`src/hdl/lnt_pkg.sv`:
```
// Shared constants, types and helpers for the luma normalize and tint block.
`default_nettype none

package lnt_pkg;

    // Image store geometry
    localparam int MAX_PIXELS = 4096;
    localparam int ADDR_W     = $clog2(MAX_PIXELS);
    localparam int CNT_W      = $clog2(MAX_PIXELS + 1);

    // Field widths
    localparam int CHAN_W = 8;
    localparam int OP_W   = 2;
    localparam int CFG_W  = 2;

    // Opcodes
    localparam logic [OP_W-1:0] OP_CLEAR = 2'd0;
    localparam logic [OP_W-1:0] OP_LOAD  = 2'd1;
    localparam logic [OP_W-1:0] OP_READ  = 2'd2;

    // Configuration register indexes
    localparam logic [CFG_W-1:0] CFG_TINT_RED   = 2'd0;
    localparam logic [CFG_W-1:0] CFG_TINT_GREEN = 2'd1;
    localparam logic [CFG_W-1:0] CFG_TINT_BLUE  = 2'd2;

    localparam logic [CHAN_W-1:0] TINT_RESET = 8'd255;

    // BT.601 luma weights in 0.16 fixed point
    localparam logic [23:0] LUMA_WR = 24'd19595;
    localparam logic [23:0] LUMA_WG = 24'd38470;
    localparam logic [23:0] LUMA_WB = 24'd7471;

    // Divider request and response
    typedef struct packed {
        logic                start;
        logic [15:0]         dividend;
        logic [CHAN_W-1:0]   divisor;
    } lnt_div_req_t;

    typedef struct packed {
        logic                done;
        logic [CHAN_W-1:0]   quotient;
    } lnt_div_resp_t;

    // Exact floor(p / 255) for p up to 255 * 255
    function automatic logic [CHAN_W-1:0] div255(input logic [15:0] p);
        logic [16:0] acc;
        acc = {1'b0, p} + 17'd1 + {9'd0, p[15:8]};
        return acc[15:8];
    endfunction

endpackage

`default_nettype wire

```
`src/hdl/lnt_div.sv`:
```
// Restoring divider: 8-bit quotient of a 16-bit dividend by an 8-bit divisor.
`default_nettype none

module lnt_div import lnt_pkg::*; (
    input  wire logic          aclk,
    input  wire logic          aresetn,
    input  wire lnt_div_req_t  req,
    output lnt_div_resp_t      resp
);

    logic [CHAN_W-1:0] rem_reg;
    logic [CHAN_W-1:0] quo_reg;
    logic [CHAN_W-1:0] divisor_reg;
    logic [2:0]        cnt_reg;
    logic              busy_reg;
    logic              done_reg;

    logic [CHAN_W:0]   trial;
    logic [CHAN_W:0]   diff;
    logic              ge;
    logic [CHAN_W-1:0] rem_next;
    logic [CHAN_W-1:0] quo_next;

    // One quotient bit per cycle; upper dividend byte is below the divisor
    always_comb begin
        trial    = {rem_reg, quo_reg[CHAN_W-1]};
        diff     = trial - {1'b0, divisor_reg};
        ge       = (trial >= {1'b0, divisor_reg});
        rem_next = ge ? diff[CHAN_W-1:0] : trial[CHAN_W-1:0];
        quo_next = {quo_reg[CHAN_W-2:0], ge};
    end

    always_ff @(posedge aclk) begin
        if (!aresetn) begin
            busy_reg <= 1'b0;
            done_reg <= 1'b0;
            cnt_reg  <= '0;
        end else begin
            done_reg <= 1'b0;
            if (req.start) begin
                rem_reg     <= req.dividend[15:8];
                quo_reg     <= req.dividend[7:0];
                divisor_reg <= req.divisor;
                cnt_reg     <= '0;
                busy_reg    <= 1'b1;
            end else if (busy_reg) begin
                rem_reg <= rem_next;
                quo_reg <= quo_next;
                cnt_reg <= cnt_reg + 3'd1;
                if (cnt_reg == 3'd7) begin
                    busy_reg <= 1'b0;
                    done_reg <= 1'b1;
                end
            end
        end
    end

    assign resp.done     = done_reg;
    assign resp.quotient = quo_reg;

endmodule

`default_nettype wire

```
`config.mk`:
```
export PLATFORM = sky130hd
export DESIGN_NAME = lnt_div
export DESIGN_NICKNAME = d
export VERILOG_FILES = /design/src/hdl/lnt_pkg.sv /design/src/hdl/lnt_div.sv
export SDC_FILE = /design/constraint.sdc
export NUM_CORES = 1
export LEC_CHECK = 0
export BUFFER_PORTS_ARGS = -buffer_cell sky130_fd_sc_hd__buf_2
export CAP_MARGIN = 15
export CORE_ASPECT_RATIO = 1.5
export CORE_MARGIN = 10
export CORE_UTILIZATION = 53
export DETAILED_ROUTE_END_ITERATION = 8
export GPL_TIMING_DRIVEN = 0
export MAX_ROUTING_LAYER = met4
export PLACE_DENSITY_LB_ADDON = 0.15
export SLEW_MARGIN = 5
export SYNTH_ARGS = -nofsm -noshare
export SYNTH_HDL_FRONTEND = slang
export SYNTH_SLANG_ARGS = --single-unit
```
`constraint.sdc`:
```
create_clock -name aclk -period 2.8 [get_ports aclk]
set_input_delay 0.14 -clock aclk [delete_from_list [all_inputs] [get_ports aclk]]
set_output_delay 0.14 -clock aclk [all_outputs]
set_load 0.02 [all_outputs]
```
==> flow_metrics.tcl, run 1 <==
set metrics [dict create \
    status "finished clean" \
    io_buffers 34 \
    postCtsSetupRepairBufs 0 \
    relSlewSlack_pct 50.41 \
    core_mm2 0.002913 \
    fin_nets 218 \
    synth_warnings 0 \
    grt_overflow 0 \
    p_per_area_mw_per_mm2 575.8 \
    rr_worst_depth 7 \
    r2r_end "rem_reg[1]" \
    stdcell_area_mm2 0.001921 \
    synthFlopType "edfxtp_1" \
    initial_core_util_pct 55.28 \
    drt-initial-drc-count 29 \
    io_pins 36 \
    required_ps 2830 \
    cts_tree "built" \
    worst_pin_slew_ps 743.9 \
    arrival_ps 2410 \
    route.vias.total 1220 \
    fin_skew_ps 6.241 \
    fin_tns_setup_ps 0 \
    cts_hold_buf 0 \
    cts_sinks 29 \
    clk_path_buf_depth 2 \
    hpwl_um 2768 \
    drv_slew 0 \
    setup_viol 0 \
    clkLatencyLatePin_ps 280 \
    period_minus_slack_ps 2382 \
    ys_seq_area_share_pct 50.97 \
    startpoint_type "register" \
    p_leak_nw 0.8341 \
    n_antenna_cell 0 \
    wl_met2_um 1809 \
    m1WireLength_um 1414 \
    hold_viol_final 0 \
    min_delay_worst_endpoint "divisor_reg[6]" \
    crit_path_end_kind "register" \
    fp.dieH_um 87.51 \
    holdCritStartpoint "req[6]" \
    crit_type "register to register" \
    clk_pin_slew_ps 60 \
    netlist_top_cells_count "edfxtp_1 (24), inv_1 (12), ha_1 (10)" \
    peakVddDrop_v 0.0004574 \
    syn_nets 177 \
    grt_usage_pct 14.06 \
    netlist_instances 139 \
    grt_pass1_wl_um 5996 \
    synth_cell_type_count 42 \
    syn_area_per_cell_um2 11.58 \
    timing.hold.ws_ps 31.34 \
    max_freq_mhz 419.8 \
    via_per_inst 5.545 \
    drc 0 \
    max_cap_violations 0 \
    rsz0062_at_grt "false" \
    synthTopCellsByArea "edfxtp_1 (45%), ha_1 (7.8%), dfxtp_1 (6.2%)" \
    critical_path.max_fanout 10 \
    holdPathStages 1 \
    wl_per_cell_um 15.86 \
    gp_congestion 0.8912 \
    dpl_cell_area_mm2 0.001829 \
    synth_top_area_share_pct 44.76 \
    antenna_left 0 \
    synth_edf_count 24 \
    totalWireLength_um 3490 \
    cts-htree-levels 2 \
    grt_max_degree 18 \
    cts_root_buf "clkbuf_8" \
    syn_to_final_growth_pct 19.27 \
    first_global_vias 1320 \
    synth-async-reset-ratio_pct 0 \
    die_w_um 65.01 \
    rr_startpoint "rem_reg[5]" \
    numCtsBuffers 5 \
    yosysMostFrequentCell "edfxtp_1" \
    r2r_setup_slack_ps 420 \
    drive_gt1_share_pct 29.83 \
    dieArea_mm2 0.005689 \
    syn_area_mm2 0.001610 \
    drt_first_pass_iters 4 \
    cts_resized 0 \
    hold_path_class "input pin to register" \
    netlist.top_cell.by_area "edfxtp_1" \
    wl_met3_um 145 \
    highest_layer "met4" \
    synth_seq_cells 29 \
    final.period_utilization_pct 85.07 \
    antenna_found_initial 0 \
    core.rowCount 24 \
]
## stage by stage
step	util, %	total power [mW]	std cells	setup WS [ps]
finish	65.94	1.106	220	417.9
global route	65.94	1.169	220	305.0
CTS	65.94	1.119	220	427.7
detailed placement	62.80	0.7693	212	442.3
global placement	62.80	0.7594	212	477.0
floorplan	-	0.7008	139	517.6
## layer usage
layer / track usage (%) / vias up
li1: - / 592
met1: 14.93 / 581
met2: 22.57 / 37
met3: 3.608 / 10
met4: 9.180 / 0
met5: - / -
## how the worst max path moves through the flow
stage               start          to  cells past startpoint
2_1_floorplan  quo_reg[7]  rem_reg[6]                      8
3_3_place_gp   rem_reg[5]  rem_reg[1]                      7
3_5_place_dp   rem_reg[5]  rem_reg[1]                      7
4_1_cts        rem_reg[5]  rem_reg[1]                      7
5_1_grt        rem_reg[5]  rem_reg[2]                      7
6_report       rem_reg[5]  rem_reg[1]                      7
## placed cells by master (no fill, tap or decap), types with 4 or more instances in the layout
master    instances
o21ai_0           4
clkbuf_8          6
nor2_1            9
edfxtp_1         24
mux2i_1           4
buf_2            34
a21oi_1           6
ha_1             10
dfxtp_1           5
inv_1            12
nand2_1           7
mux2_2            7
## critical path, stage by stage (launching register included)
cell and delay (ps):
edfxtp_1 400, ha_1 380, a21o_1 220, a221o_1 380, a21oi_4 210, buf_6 190, mux2i_1 90, mux2_4 260
## where the power goes
part / internal [mW] / leakage, nW / switching, mW
clock: 0.194 / 0.0486 / 0.153
sequential: 0.506 / 0.267 / 0.0134
combinational: 0.110 / 0.518 / 0.129
## final cells by class
cell class	instances	area [um^2]
Fill cell	251	992.2
Sequential cell	29	820.8
Multi-Input combinational cell	92	710.7
Timing Repair Buffer	34	170.2
Clock buffer	6	82.58
Tap cell	39	48.80
Inverter	12	45.04
Buffer	6	33.78
Clock inverter	2	8.758
## logic make-up (layout without fill, tap and decap cells)
kind of cell	count (synthesis)	after routing	share of synthesized area (%)
AO/OA/AOI/OAI	32	32	14.22
multiplexers	13	13	9.013
adder cells (fa/ha/maj)	11	11	9.013
flip-flops	29	29	50.97
AND/OR/NAND/NOR	34	34	10.80
XOR/XNOR	2	2	1.088
buffers and inverters	18	60	4.895
Note: power is estimated with default switching activity, not from simulation.
==> run 2, diff against run 1 <==
--- a/config.mk
+++ b/config.mk
@@ -13,7 +13,7 @@
 export DETAILED_ROUTE_END_ITERATION = 8
 export GPL_TIMING_DRIVEN = 0
 export MAX_ROUTING_LAYER = met4
-export PLACE_DENSITY_LB_ADDON = 0.15
+export PLACE_DENSITY = 0.83
 export SLEW_MARGIN = 5
 export SYNTH_ARGS = -nofsm -noshare
 export SYNTH_HDL_FRONTEND = slang
==> flow_metrics.tcl, run 2 (same netlist as run 1, synthesis figures left out) <==
set metrics [dict create \
    status "finished clean" \
    grt_pass1_wl_um 6196 \
    multi_input_area_um2 710.7 \
    fillCellCount 255 \
    drt-initial-drc-count 48 \
    setup_viol 0 \
    core.rowCount 24 \
    arrival_ps 2380 \
    rr_startpoint "rem_reg[5]" \
    final.period_utilization_pct 83.57 \
    cts_sinks 29 \
    fin_skew_ps 8.202 \
    clkLatencyLatePin_ps 290 \
    rr_worst_depth 7 \
    antenna_found_initial 0 \
    drive_gt1_share_pct 29.28 \
    drt_first_pass_iters 4 \
    io_pins 36 \
    wl_per_cell_um 17.02 \
    dpl.cell_count 212 \
    gp_congestion 0.8274 \
    cts-htree-levels 2 \
    clk_path_buf_depth 2 \
    r2r_setup_slack_ps 460 \
    max_freq_mhz 427.4 \
    critical_path.max_fanout 10 \
    hold_viol_final 0 \
    min_delay_worst_endpoint "divisor_reg[0]" \
    dieArea_mm2 0.005689 \
    critPathBufInv 1 \
    holdCritStartpoint "req[0]" \
    cts_tree "built" \
    n_antenna_cell 0 \
    initial_core_util_pct 55.28 \
    cts_hold_buf 0 \
    numCtsBuffers 5 \
    seqCellArea_um2 820.8 \
    path_cells "ha_1 -> a21o_1 -> a221o_1 -> a21oi_4 -> buf_6 -> mux2i_1 -> mux2_4" \
    core_mm2 0.002913 \
    postCtsSetupRepairBufs 0 \
    timing.hold.ws_ps 22.70 \
    layout_common_cells "buf_2 (34), edfxtp_1 (24), inv_1 (12), ha_1 (10), nor2_1 (9)" \
    p_leak_nw 0.8277 \
    cts_resized 0 \
    hold_path_class "input pin to register" \
    startpoint_type "register" \
    rsz0062_at_grt "false" \
    die_w_um 65.01 \
    max_stage_delay_ps 390 \
    hpwl_um 2833 \
    max_cap_violations 0 \
    grt_overflow 0 \
    relSlewSlack_pct 47.93 \
    clk_pin_slew_ps 70 \
    syn_to_final_growth_pct 18.65 \
    antenna_left 0 \
    final_cells 220 \
    via_per_inst 5.536 \
    totalWireLength_um 3745 \
    drv_slew 0 \
    critPathTopFamily "compound AO/OA/AOI/OAI gates" \
    critPathSlowestCell "edfxtp_1" \
    crit_path_end_kind "register" \
    grt_usage_pct 14.71 \
    period_minus_slack_ps 2340 \
    r2r_end "rem_reg[1]" \
    layout_commonest_cell "buf_2" \
    fin_tns_setup_ps 0 \
    drc 0 \
    grt_max_degree 18 \
    p_per_area_mw_per_mm2 574.4 \
    peakVddDrop_v 0.0004232 \
    fin_nets 218 \
    required_ps 2840 \
    holdPathStages 1 \
    fp.dieH_um 87.51 \
    cts_root_buf "clkbuf_8" \
    io_buffers 34 \
    first_global_vias 1335 \
    worst_pin_slew_ps 781.0 \
    crit_type "register to register" \
    route.vias.total 1218 \
]
## run 2: cell types whose count changed in the layout (fill, tap and decap cells not counted), sizes merged
cell | previous run | this run
clkinv | 2 | 1
clkbuf | 9 | 10
## run 2: final cells by class
cell class / count / share of cell area, %
Inverter: 12 / 2.358
Sequential cell: 29 / 42.96
Timing Repair Buffer: 34 / 8.906
Clock buffer: 7 / 3.995
Tap cell: 39 / 2.554
Buffer: 6 / 1.768
Multi-Input combinational cell: 92 / 37.20
Clock inverter: 1 / 0.2620
## run 2: report_power, final
group          internal, mW  switching, mW  total (mW)
clock                 0.174          0.161       0.335
combinational         0.111          0.132       0.243
sequential            0.506         0.0130       0.519
## run 2: through the flow
step / total power [mW] / setup slack (ps) / utilization, % / area (um^2)
final: 1.097 / 460.1 / 65.59 / 1911
after global routing: 1.146 / 360.0 / 65.59 / 1911
after CTS: 1.097 / 456.4 / 65.59 / 1911
after detailed placement: 0.7678 / 463.9 / 62.80 / 1829
after global placement: 0.7568 / 482.6 / 62.80 / 1829
after floorplan: 0.7008 / 517.6 / - / 1610
## run 2: worst max-delay path by stage
stage,startpoint,end,slack [ps],cells after the start
2_1_floorplan,quo_reg[7],rem_reg[6],520,8
3_3_place_gp,rem_reg[3],rem_reg[1],480,7
3_5_place_dp,rem_reg[5],rem_reg[1],460,7
4_1_cts,rem_reg[5],rem_reg[1],460,7
5_1_grt,quo_reg[7],rem_reg[6],360,8
6_report,rem_reg[5],rem_reg[1],460,7
## run 2: worst register-to-register path: cells and delay by family (launching register included)
| kind | cells | cell delay (ps) |
|---|---|---|
| adder cells (fa/ha/maj) | 1 | 370 |
| flip-flops | 1 | 390 |
| multiplexers | 2 | 360 |
| buffers and inverters | 1 | 180 |
| AO/OA/AOI/OAI | 3 | 790 |
## run 2: routing by layer
layer / vias to the layer above / track usage [%] / part of all wire (%)
met5: - / - / 0
met4: 0 / 7.422 / 1.9
met3: 7 / 3.093 / 3.1
met2: 33 / 25.81 / 56
met1: 586 / 15.01 / 39
li1: 592 / - / -
==> run 3, diff against run 2 <==
--- a/config.mk
+++ b/config.mk
@@ -5,15 +5,16 @@
 export SDC_FILE = /design/constraint.sdc
 export NUM_CORES = 1
 export LEC_CHECK = 0
+export ABC_AREA = 1
 export BUFFER_PORTS_ARGS = -buffer_cell sky130_fd_sc_hd__buf_2
 export CAP_MARGIN = 15
 export CORE_ASPECT_RATIO = 1.5
 export CORE_MARGIN = 10
-export CORE_UTILIZATION = 53
+export CORE_UTILIZATION = 49
 export DETAILED_ROUTE_END_ITERATION = 8
 export GPL_TIMING_DRIVEN = 0
 export MAX_ROUTING_LAYER = met4
-export PLACE_DENSITY = 0.83
+export PLACE_DENSITY = 0.81
 export SLEW_MARGIN = 5
 export SYNTH_ARGS = -nofsm -noshare
 export SYNTH_HDL_FRONTEND = slang
==> constraint.sdc (replaced) <==
create_clock -name aclk -period 1.95 [get_ports aclk]
set_input_delay 0.0975 -clock aclk [delete_from_list [all_inputs] [get_ports aclk]]
set_output_delay 0.0975 -clock aclk [all_outputs]
set_load 0.02 [all_outputs]
==> flow_metrics.tcl, run 3 <==
set metrics [dict create \
    clkLatencyLatePin_ps 290 \
    wl_per_cell_um 13.26 \
    rr_startpoint "rem_reg[3]" \
    fin_tns_setup_ps 0 \
    ys_seq_area_share_pct 47.61 \
    synth_seq_cells 29 \
    netlist_instances 197 \
    arrival_ps 1860 \
    p_seq_share_pct 44.0 \
    seqCellArea_um2 820.8 \
    cts_sinks 29 \
    yosysMostFrequentCell "nand2_1" \
    crit_path_end_kind "register" \
    io_pins 36 \
    required_ps 1980 \
    core.rowCount 26 \
    synth-async-reset-ratio_pct 0 \
    fillCellCount 304 \
    layout_common_cells "nand2_1 (76), buf_2 (34), edfxtp_1 (24), inv_1 (21), nand3_1 (15)" \
    cts_tree "built" \
    p_comb_share_pct 27.1 \
    synth_compound_area_share_pct 2.104 \
    numCtsBuffers 5 \
    final.period_utilization_pct 93.61 \
    path_cells "ha_1 -> nand2_2 -> nor2_2 -> nand2_2 -> nor2_4 -> nor2_4 -> nand3_1 -> nand3_1 -> nand2_1" \
    multi_input_area_um2 804.5 \
    clockPowerShare_pct 28.9 \
    die_w_um 68.44 \
    drc 0 \
    max_freq_mhz 547.8 \
    synthTopCellsByArea "edfxtp_1 (42%), nand2_1 (17%), ha_1 (7.3%)" \
    route.vias.total 1395 \
    antenna_left 0 \
    grt_overflow 0 \
    synth.area.mux_share_pct 0 \
    fin_skew_ps 7.529 \
    worst_pin_slew_ps 659.6 \
    rsz0062_at_grt "false" \
    p_sw_share_pct 30.14 \
    fin_nets 285 \
    timing.hold.ws_ps 79.59 \
    synth_warnings 0 \
    dieArea_mm2 0.006341 \
    drt-initial-drc-count 26 \
    syn_to_final_growth_pct 24.67 \
    via_per_inst 4.810 \
    grt_pass1_wl_um 6486 \
    synth_fa_ha_area_share_pct 8.418 \
    setup_viol 0 \
    synthSimpleGateAreaFrac_pct 32.66 \
    io_buffers 34 \
    cts-htree-levels 2 \
    grt_usage_pct 13.70 \
    clk_path_buf_depth 2 \
    peakVddDrop_v 0.0005945 \
    p_sw_mw 0.5276 \
    layout_commonest_cell "nand2_1" \
    power.internal_mw 1.223 \
    initial_core_util_pct 50.48 \
    synth_cell_type_count 28 \
    period_minus_slack_ps 1825 \
    synth_top_area_share_pct 41.80 \
    drive_gt1_share_pct 24.19 \
    synthFlopType "edfxtp_1" \
    antenna_found_initial 0 \
    startpoint_type "register" \
    totalWireLength_um 3844 \
    critPathSlowestCell "edfxtp_1" \
    grt_max_degree 17 \
    hpwl_um 2931 \
    syn_nets 235 \
    holdCritStartpoint "req[10]" \
    synth_top_family_by_area "simple AND/OR/NAND/NOR gates" \
    synth_edf_count 24 \
    clk_pin_slew_ps 60 \
    syn_area_per_cell_um2 8.752 \
    status "finished clean" \
    p_leak_nw 1.049 \
    n_antenna_cell 0 \
    p_per_area_mw_per_mm2 814.5 \
    gp_congestion 0.8834 \
    hold_viol_final 0 \
    cts_root_buf "clkbuf_8" \
    cp-startpoint "rem_reg[3]" \
    first_global_vias 1458 \
    drv_slew 0 \
    hold_path_class "input pin to register" \
    netlist.top_cell.by_area "edfxtp_1" \
    syn_area_mm2 0.001724 \
    synth-xor-area-share_pct 2.032 \
    crit_type "register to register" \
    max_cap_violations 0 \
    max_stage_delay_ps 390 \
    core_mm2 0.003416 \
    netlist_top_cells_count "nand2_1 (76), edfxtp_1 (24), inv_1 (21)" \
    relSlewSlack_pct 55.92 \
    critical_path.max_fanout 10 \
    drt_first_pass_iters 4 \
    fp.dieH_um 92.65 \
]
[run 3: worst max-delay path: cells and delay by family, from the launching register on]
kind	cells	cell delay, ps
adder cells (fa/ha/maj)	1	370
AND/OR/NAND/NOR	8	820
flip-flops	1	390
[run 3: power groups by stage]
stage	Sequential, mW	Clock [mW]	Combinational (mW)
6_report	0.770	0.505	0.475
5_1_grt	0.777	0.537	0.540
4_1_cts	0.767	0.522	0.463
3_5_place_dp	0.779	0	0.447
3_3_place_gp	0.778	0	0.440
2_1_floorplan	0.791	0	0.326
[run 3: stage by stage]
stage                     util (%)  worst slack [ps]  cells  power, mW  cell area (um^2)
after global routing         62.93             10.62    290      1.854              2150
after global placement       57.00             159.4    273      1.218              1947
after floorplan                  -             116.3    197      1.117              1724
after CTS                    61.98             135.4    289      1.752              2117
after detailed placement     57.00             131.3    273      1.226              1947
final                        62.93             124.7    290      1.751              2150
[run 3: path summary, 6_finish.rpt]
path / to / slack (ps) / depth (start not counted)
min: quo_reg[2] / 80 / 3
min reg2reg: cnt_reg[1] / 480 / 2
max: rem_reg[1] / 120 / 9
max reg2reg: rem_reg[1] / 120 / 9
[run 3: what timing repair did]
item                                   in CTS  in global routing
setup endpoints to repair                   0                  3
resized for setup                           0                  2
hold buffers                                8                  0
endpoints found under the hold margin       8                  0
setup buffers                               0                  1
[run 3: area by class of cell]
type,count,share of cell area [%]
Buffer,4,1.222
Clock buffer,8,4.191
Inverter,24,4.540
Multi-Input combinational cell,140,37.43
Sequential cell,29,38.18
Tap cell,42,2.445
Timing Repair Buffer,43,11.99
[run 3: kinds of logic after synthesis]
kind of cell | Yosys count
and+or+nand+nor | 118
DFF | 29
buffers and inverters | 28
adders and majority gates | 11
AOI/OAI and AO/OA | 7
xor gates and xnor gates | 4
[run 3: routing by layer]
| metal | part of all wire, % | GRT usage (%) |
|---|---|---|
| met2 | 56 | 24.23 |
| met4 | 1.8 | 5.556 |
| met1 | 40 | 13.81 |
| met3 | 2.7 | 2.895 |
| met5 | 0 | - |
